--- src/rtl/core/huffman_code_table_bit_packer_macros.svh ---
// Assertion helpers for the code table bit packer.
// All checks are sampled on clk_i and are off while rst_ni is low.
`ifndef HUFFMAN_CODE_TABLE_BIT_PACKER_MACROS_SVH
`define HUFFMAN_CODE_TABLE_BIT_PACKER_MACROS_SVH

// Same-cycle implication.
`define HCTBP_ASSERT_IMP(lbl, ante, cons) \
  lbl: assert property (@(posedge clk_i) disable iff (!rst_ni) (ante) |-> (cons)) \
    else $error("hctbp: same-cycle check failed");

// Next-cycle implication.
`define HCTBP_ASSERT_NXT(lbl, ante, cons) \
  lbl: assert property (@(posedge clk_i) disable iff (!rst_ni) (ante) |=> (cons)) \
    else $error("hctbp: next-cycle check failed");

`endif

--- src/rtl/core/hctbp_pkg.sv ---
`timescale 1ns / 1ps

package hctbp_pkg;

  // Fixed field widths
  localparam int unsigned ACT_W    = 2;
  localparam int unsigned SYM_W    = 8;
  localparam int unsigned WORD_W   = 32;
  localparam int unsigned LEN_IN_W = 6;
  localparam int unsigned BYTE_W   = 8;
  localparam int unsigned IN_DATA_W = 48;

  // Accumulator: up to 7 pending bits plus one full code word
  localparam int unsigned PEND_W  = 7;
  localparam int unsigned PCNT_W  = 3;
  localparam int unsigned WORK_W  = WORD_W + PEND_W;
  localparam int unsigned TOTAL_W = 6;

  // Action codes
  localparam logic [ACT_W-1:0] ACT_LOAD   = 2'd0;
  localparam logic [ACT_W-1:0] ACT_ENCODE = 2'd1;
  localparam logic [ACT_W-1:0] ACT_FLUSH  = 2'd2;

  // Commands from controller to datapath
  typedef struct packed {
    logic mem_wr;      // write table entry from input
    logic lookup;      // read table entry for input symbol
    logic merge;       // join pending bits with looked-up code
    logic flush_load;  // move pending bits to work register, padded
    logic emit;        // push top byte of work register to output
    logic commit;      // leftover bits become pending bits
  } cmd_t;

  // Status from datapath to controller
  typedef struct packed {
    logic sym_ok;      // input symbol is inside the table
    logic byte_ready;  // work register holds a full byte
    logic slot_free;   // output register can take a byte this cycle
  } status_t;

endpackage

--- src/rtl/core/hctbp_ctrl.sv ---
`timescale 1ns / 1ps

module hctbp_ctrl (
  input  logic                           clk_i,
  input  logic                           rst_ni,
  input  logic                           in_valid_i,
  input  logic [hctbp_pkg::ACT_W-1:0]    action_i,
  output logic                           in_ready_o,
  input  hctbp_pkg::status_t             status_i,
  output hctbp_pkg::cmd_t                cmd_o
);

  typedef enum logic [2:0] {
    ST_IDLE   = 3'b001,
    ST_LOOKUP = 3'b010,
    ST_EMIT   = 3'b100
  } state_e;

  state_e state_q, state_d;

  assign in_ready_o = (state_q == ST_IDLE);

  // Next state and command decode
  always_comb begin
    state_d = state_q;
    cmd_o   = '0;
    case (state_q)
      ST_IDLE: begin
        if (in_valid_i) begin
          case (action_i)
            hctbp_pkg::ACT_LOAD: begin
              cmd_o.mem_wr = status_i.sym_ok;
            end
            hctbp_pkg::ACT_ENCODE: begin
              if (status_i.sym_ok) begin
                cmd_o.lookup = 1'b1;
                state_d      = ST_LOOKUP;
              end
            end
            hctbp_pkg::ACT_FLUSH: begin
              cmd_o.flush_load = 1'b1;
              state_d          = ST_EMIT;
            end
            default: begin
              // unknown action: dropped
            end
          endcase
        end
      end
      ST_LOOKUP: begin
        cmd_o.merge = 1'b1;
        state_d     = ST_EMIT;
      end
      ST_EMIT: begin
        if (status_i.byte_ready) begin
          cmd_o.emit = status_i.slot_free;
        end else begin
          cmd_o.commit = 1'b1;
          state_d      = ST_IDLE;
        end
      end
      default: begin
        state_d = ST_IDLE;
      end
    endcase
  end

  always_ff @(posedge clk_i or negedge rst_ni) begin
    if (!rst_ni) begin
      state_q <= ST_IDLE;
    end else begin
      state_q <= state_d;
    end
  end

endmodule

--- config.mk ---
export PLATFORM = sky130hd
export DESIGN_NAME = hctbp_ctrl
export DESIGN_NICKNAME = d
export VERILOG_FILES = /design/src/rtl/core/huffman_code_table_bit_packer_macros.svh /design/src/rtl/core/hctbp_pkg.sv /design/src/rtl/core/hctbp_ctrl.sv
export SDC_FILE = /design/constraint.sdc
export NUM_CORES = 1
export LEC_CHECK = 0
export ABC_AREA = 1
export BUFFER_PORTS_ARGS = -buffer_cell sky130_fd_sc_hd__buf_2
export CORE_AREA = 4 4 41 43
export DETAILED_ROUTE_END_ITERATION = 16
export DIE_AREA = 0 0 45 47
export PLACE_DENSITY = 0.53
export SLEW_MARGIN = 20
export SYNTH_ARGS = -nofsm -noshare
export SYNTH_HDL_FRONTEND = slang
export SYNTH_SLANG_ARGS = --single-unit
--- constraint.sdc ---
create_clock -name clk_i -period 1.8 [get_ports clk_i]
set_input_delay 0.09 -clock clk_i [delete_from_list [all_inputs] [get_ports clk_i]]
set_output_delay 0.09 -clock clk_i [all_outputs]
set_load 0.005 [all_outputs]
==> impl_results.md, run 1 <==
- Number of global-route vias before repair: 298
- Netlist cell types: 16
- Capturing element type of the critical path: output port
- Standard cell with the maximum stage delay on the critical path: dfstp_2
- Leakage power summed over all cells: between 0.2 and 0.25 nW
- Headroom to the max-slew limit: 0.871
- Time the final worst path needs with I/O delays and setup: 1.34 ns
- Clock-pin slew on the worst setup and hold paths: around 0.030 ns
- VDD IR-drop max: about 0.00035 V
- Largest regs: state_q x3
- Period Utilization, post-route: 0.745
- Ant diodes: 0
- DR pass1 iterations: 4
- Largest Register: state_q
- Maximum number of buffers from clock root to sink: 2
- Maximum clock skew at final layout: between 0.0006 and 0.0007 ns
- Combinational share of power: 0.462
- Critical Path Start Type: flop
- Count of vias placed by the detailed router: 329
- Initial Util: 0.205
- Proportion of synthesized chip area in sequential cells: 0.286
- Synth Cell Area: 267 µm²
- Number of warning messages in the yosys log: 0
- CP peak stage delay: 0.54 ns
- Core Footprint: 0.00130 mm²
- Switching share of power: 0.402
- Number of gates resized after cts: 0
- Worst path required time: 1.71 ns
- Source-to-sink clock delay at the later pin of the worst-skew pair: roughly 0.23 ns
- Clock tree sinks: 3
- Wire length of the first global-routing pass: around 1100 µm
- Worst path arrival time: 1.25 ns
- Switching Power: 0.170 mW
- Number of clock buffers inserted by TritonCTS: 3
- Power after layout: 0.423 mW
- Worst hold-check path type: input pin to flop
- Placer's final routability congestion estimate: 0.710
- Power density over cell area: ~1100 mW/mm²
- Pin count of the biggest net entering global routing: 8
- Internal power: 0.253 mW
- Detail-routed via count per cell: 4.39
- Rows: 13
- HPWL reported at the end of detailed placement: 571 µm
- Number of nets at the end of the flow: 69
- Number of H-tree levels: 1
- Synthesized netlist cell count: 41
- Die H: about 47 µm
- Antenna violations before repair: 0
- Utilization after layout: 0.301
- Number of nets with antenna violations after detailed routing: 0
- Run status: complete, no violations
- Top library cells by usage in the layout, fill and taps aside: buf_2 (14), nand2_1 (10), inv_1 (5), nor2_1 (5)
- Count of input and output buffers: 14
- Unrepaired setup endpoints after global routing: no
- Placed instance count: 70
- Clock tree from TritonCTS: yes
- DIE WIDTH: 45 µm
- Final Setup Violations: 0
- F_max: 746 MHz
- Hold buffer count at CTS: 1
- Total wirelength of the detailed-routed design: 684 µm
- P&R area growth vs syn: 46.9%
- Post-CTS setup buffer count: 0
- Number of DRC violations after detailed-routing iteration 0: 6
- Mean instance size in the synthesized netlist: approximately 6.5 µm²
- Top-Level Pins: 15
- Fraction of layout cells with a size suffix above 1: 0.417
- Slew @ Worst Pin: 0.192 ns
- DR DRC count: 0
- Clock share of power: 0.272
- Setup WS pre-CTS: 0.651 ns
- Largest register FFs: 3
- Overflow after GRT: 0
- Final std cells w/o fill: 75
- Post-Synthesis Net Count: 49
- Library cell used as clock root buffer: clkbuf_4
- Total of flip-flops plus latches after synthesis: 3
- Max-slew violations: 0
- Final hold violation count: 0
- Setup tns final: 0 ns
- Most frequent standard cell in the layout excluding fill and tap cells: buf_2
- Crit Path Category: flop to output port
- Sequential group share of total power: 0.266
- Average detailed-routed wire length per instance: 9.12 µm
- Overall track demand over capacity in global routing: 0.0743
- Number of max-cap violations: 0
- Area of the die: 0.00212 mm²
- Critical-path cell list: nand3_2, nor3b_1, buf_2
- Largest fanout on the critical path: 7
- Setup WS post-layout: 0.459 ns
==> per-stage QoR <==
step                area, µm²  hold slack [ns]
detailed placement        355           -0.109
CTS                       392            0.174
finish                    392            0.177
floorplan                 267           -0.206
global route              392            0.196
global placement          355           -0.113
==> path summary, 6_finish.rpt <==
kind                              from    endpoint  slack, ns  cells past startpoint
max                         state_q[0]    cmd_o[2]       0.46                      3
min                        action_i[0]  state_q[1]       0.18                      3
max reg2reg                 state_q[0]  state_q[2]       0.65                      5
min reg2reg                 state_q[2]  state_q[0]       0.59                      3
max in group asynchronous       rst_ni  state_q[0]       1.41                      2
min in group asynchronous       rst_ni  state_q[1]       0.19                      2
==> metal layers <==
layer  track usage  routed length [µm]
met5             0                   0
met4         0.105                  19
met3        0.0153                  61
met2         0.121                 341
met1        0.0661                 262
==> critical path, delay by kind of cell (launching register included) <==
kind	cells	cell delay [ns]
and+or+nand+nor	2	0.34
buffers and inverters	1	0.14
DFF	1	0.54
==> logic make-up after synthesis <==
logic type      Yosys count  synth area share
compound gates            1            0.0188
xor+xnor                  1            0.0329
buf+inv                   7            0.0986
flops                     3             0.286
simple gates             29             0.563
==> power groups by stage <==
stage	Clock, mW	Combinational, mW	Sequential, mW
5_1_grt	0.124	0.225	0.114
6_report	0.115	0.195	0.112
3_3_place_gp	0	0.194	0.112
2_1_floorplan	0	0.137	0.110
3_5_place_dp	0	0.193	0.114
4_1_cts	0.121	0.196	0.113
==> Yosys cell counts (all sizes together) <==
cell | instances | share of area
nand2 | 11 | 0.16
xnor2 | 1 | 0.033
nor3b | 1 | 0.028
o21ai | 1 | 0.019
nand4 | 2 | 0.047
nor2 | 6 | 0.094
nand3 | 6 | 0.17
dfrtp | 2 | 0.19
nor3 | 2 | 0.038
nor4 | 1 | 0.023
inv | 7 | 0.099
dfstp | 1 | 0.099
==> cell type report <==
cell class / instances / area (µm²)
clock buffer: 4 / 26.3
fill: 160 / 910
inverter: 7 / 26.3
multi-input combinational: 31 / 164
sequential: 3 / 76.3
tap: 15 / 18.8
timing repair buffer: 15 / 80.1
Power figures use the tool's default switching activity.
==> run 2, diff against run 1 <==
--- a/config.mk
+++ b/config.mk
@@ -5,12 +5,12 @@
 export SDC_FILE = /design/constraint.sdc
 export NUM_CORES = 1
 export LEC_CHECK = 0
-export ABC_AREA = 1
+export ABC_AREA = 0
 export BUFFER_PORTS_ARGS = -buffer_cell sky130_fd_sc_hd__buf_2
 export CORE_AREA = 4 4 41 43
 export DETAILED_ROUTE_END_ITERATION = 16
 export DIE_AREA = 0 0 45 47
-export PLACE_DENSITY = 0.53
+export PLACE_DENSITY = 0.5
 export SLEW_MARGIN = 20
 export SYNTH_ARGS = -nofsm -noshare
 export SYNTH_HDL_FRONTEND = slang
==> constraint.sdc (replaced) <==
create_clock -name clk_i -period 1.05 [get_ports clk_i]
set_input_delay 0.0525 -clock clk_i [delete_from_list [all_inputs] [get_ports clk_i]]
set_output_delay 0.0525 -clock clk_i [all_outputs]
set_load 0.005 [all_outputs]
==> run 2 against run 1 <==
Effect of this change: the flow now finishes with violations (setup timing); clock power rose by 71%; sequential share of layout area fell by 1.1 points; final cell count fell by 20%; largest cell class unchanged; register-to-register slack got worse by 0.66 ns; count of clock-buffer cells in the layout did not move; synthesized cell count fell by 46%; power rose by 0.55%; combinational power fell by 50%; clock skew rose by 0.0011 ns; worst setup slack got worse by 0.74 ns.
==> impl_results.md, run 2 <==
- Total wirelength of the detailed-routed design: 623 µm (-8.9%)
- Run status: finished with violations
- DIE WIDTH: 45 µm (unchanged)
- F_max: approximately 750 MHz
- Top-Level Pins: 15 (unchanged)
- Top library cells by usage in the layout, fill and taps aside: buf_2 (14), nor2_1 (3), clkbuf_4 (3), buf_4 (3)
- Cell family with the largest share of critical-path delay: flip-flops
- P&R area growth vs syn: 88.1%
- Capturing element type of the critical path: output port
- Total of flip-flops plus latches after synthesis: 3 (unchanged)
- HPWL reported at the end of detailed placement: 474 µm (-17%)
- Pin count of the biggest net entering global routing: 6 (-2)
- Worst path required time: 1.00 ns (-0.71 ns)
- Post-Synthesis Net Count: 30 (-39%)
- Antenna violations before repair: 0 (unchanged)
- Largest fanout on the critical path: 5 (-2)
- Library cell used as clock root buffer: clkbuf_4
- Synth Cell Area: 220 µm² (-17%)
- Number of max-cap violations: 0 (unchanged)
- Placed instance count: 54 (-23%)
- Ranking of synthesized cells by instance count: nor2_1 (3), nor4b_1 (3)
- Max-slew violations: 0 (unchanged)
- Clock-pin slew on the worst setup and hold paths: 0.03 ns (about the same)
- Average detailed-routed wire length per instance: 10.4 µm (+14%)
- Final hold violation count: 0 (unchanged)
- Number of clock buffers inserted by TritonCTS: 3 (unchanged)
- Clock tree from TritonCTS: yes
- VDD IR-drop max: 0.000389 V (+12%)
- Standard cell with the maximum stage delay on the critical path: dfstp_2
- Final Setup Violations: 9 (+9)
- Number of nets with antenna violations after detailed routing: 0 (unchanged)
- Detail-routed via count per cell: 4.45 (+1.4%)
- Proportion of synthesized chip area in sequential cells: 0.347 (+0.0602)
- Number of DRC violations after detailed-routing iteration 0: 0 (-6)
- Period Utilization, post-route: 1.27
- Count of input and output buffers: 14 (unchanged)
- Setup WS post-layout: -0.281 ns (-0.740 ns)
- Die H: 47 µm (unchanged)
- Worst Hold Slack: 0.0518 ns (-0.125 ns)
- DR pass1 iterations: 1 (-3)
- Number of warning messages in the yosys log: 0 (unchanged)
- Number of H-tree levels: 1 (unchanged)
- Worst path arrival time: 1.28 ns (+0.03 ns)
- Placer's final routability congestion estimate: 0.716 (+0.83%)
- Number of enable flip-flop cells after synthesis: 0 (unchanged)
- Leading cell types by total area after synthesis: dfrtp_1 (23%), nand4bb_4 (13%), dfstp_2 (12%)
- Placed Area: 338 µm² (-4.9%)
- Largest register FFs: 3 (unchanged)
- Violations in the final reports: setup timing
- Leading register cell type out of synthesis: dfrtp_1
- Power density over cell area: 1030 mW/mm² (-4.9%)
- DR DRC count: 0 (unchanged)
- Headroom to the max-slew limit: 0.839 (-0.0319)
- Buffers and inverters on the worst path: 1 (unchanged)
- Overflow after GRT: 0 (unchanged)
- Final cell area excluding filler cells: 414 µm² (+5.8%)
- Wire length of the first global-routing pass: 1000 µm (-5.2%)
- Largest Register: state_q
- Critical Path Start Type: flop
- Unrepaired setup endpoints after global routing: yes
- Fraction of layout cells with a size suffix above 1: 0.622 (+0.206)
- Share of the synthesized area in the top cell type: 0.227 (+0.0395)
- Netlist cell types: 14 (-2)
- CP peak stage delay: 0.55 ns (about the same)
- Slew @ Worst Pin: 0.238 ns (+0.0463 ns)
- Number of global-route vias before repair: 256 (-14%)
- Setup tns final: -1.47 ns (-1.47 ns)
- Initial Util: 0.169 (-0.0356)
- Crit Path Category: flop to output port
- Most frequent standard cell in the layout excluding fill and tap cells: buf_2
- Leakage power summed over all cells: 0.188 nW (-21%)
- Maximum number of buffers from clock root to sink: 2 (unchanged)
- Maximum clock skew at final layout: 0.00175 ns (+0.00106 ns)
- Core Footprint: 0.00130 mm² (unchanged)
- Ant diodes: 0 (unchanged)
- Power after layout: 0.425 mW (+0.55%)
- Mean instance size in the synthesized netlist: 10.0 µm² (+54%)
- Overall track demand over capacity in global routing: 0.0680 (-0.00627)
- Source-to-sink clock delay at the later pin of the worst-skew pair: 0.23 ns (about the same)
- Time the final worst path needs with I/O delays and setup: 1.33 ns
- Number of nets at the end of the flow: 54 (-22%)
- Area of the die: 0.00212 mm² (unchanged)
- Largest regs: state_q x3
- Clock tree sinks: 3 (unchanged)
- Final std cells w/o fill: 60 (-20%)
- Synthesized netlist cell count: 22 (-46%)
- Worst hold-check path type: input pin to flop
- Critical-path cell list: nand4bb_4, nor4b_2, buf_2
- Fraction of registers with async set/reset: 1.00 (unchanged)
- Rows: 13 (unchanged)
- Count of vias placed by the detailed router: 267 (-19%)
- Biggest area consumer among synthesized cells: dfrtp_1
run 2: cell count changes after synthesis, moves of 3 or more:
cell and change:
nand3_2 -3, nand3_1 -3, nor4b_1 +3, inv_1 -4, nand2_1 -10
run 2: through the flow:
stage                     worst slack [ns]   util
final                               -0.281  0.318
after global routing                -0.337  0.318
after CTS                           -0.300  0.296
after detailed placement           -0.0540  0.260
after global placement             -0.0354  0.260
after floorplan                    0.00824      -
run 2: final timing paths:
check | slack (ns) | cells after the start | endpoint | startpoint
min | 0.05 | 2 | state_q[1] | action_i[1]
min reg2reg | 0.59 | 2 | state_q[1] | state_q[0]
max reg2reg | -0.01 | 3 | state_q[2] | state_q[0]
max in group asynchronous | 0.70 | 2 | state_q[0] | rst_ni
min in group asynchronous | 0.15 | 2 | state_q[1] | rst_ni
max | -0.28 | 3 | cmd_o[4] | state_q[0]
run 2: layout make-up:
| type | instances | area (µm²) |
|---|---|---|
| clock buffers | 4 | 26.3 |
| fillers | 142 | 887 |
| inverters | 1 | 3.75 |
| multi-input cells | 18 | 175 |
| flip-flops and latches | 3 | 76.3 |
| well taps | 15 | 18.8 |
| repair buffers | 19 | 114 |
run 2: cells by family (layout without fill, tap and decap cells):
group / after synthesis / in the layout / share of synthesized area
AO/OA/AOI/OAI: 2 / 2 / 0.0455
buffers and inverters: 1 / 24 / 0.0170
AND/OR/NAND/NOR: 16 / 16 / 0.591
flip-flops: 3 / 3 / 0.347
run 2: per-layer routing:
metal  wire length (µm)  track usage  part of all wire
met2                277        0.107              0.44
met1                270       0.0753              0.43
met3                 74       0.0115              0.12
met4                  0       0.0702                 0
met5                  0            0                 0
run 2: power breakdown:
| group | internal [mW] | switching (mW) |
|---|---|---|
| Clock | 0.142 | 0.0554 |
| Combinational | 0.0529 | 0.0438 |
| Sequential | 0.125 | 0.00601 |
run 2: repair_timing:
item / in CTS / in global routing
setup endpoints to repair: 9 / 10
hold endpoints to repair: 3 / 0
buffers inserted: 0 / 1
gates resized for setup: 2 / 4
pin swaps: 2 / 3
cloned: 0 / 0
hold buffers: 1 / 0
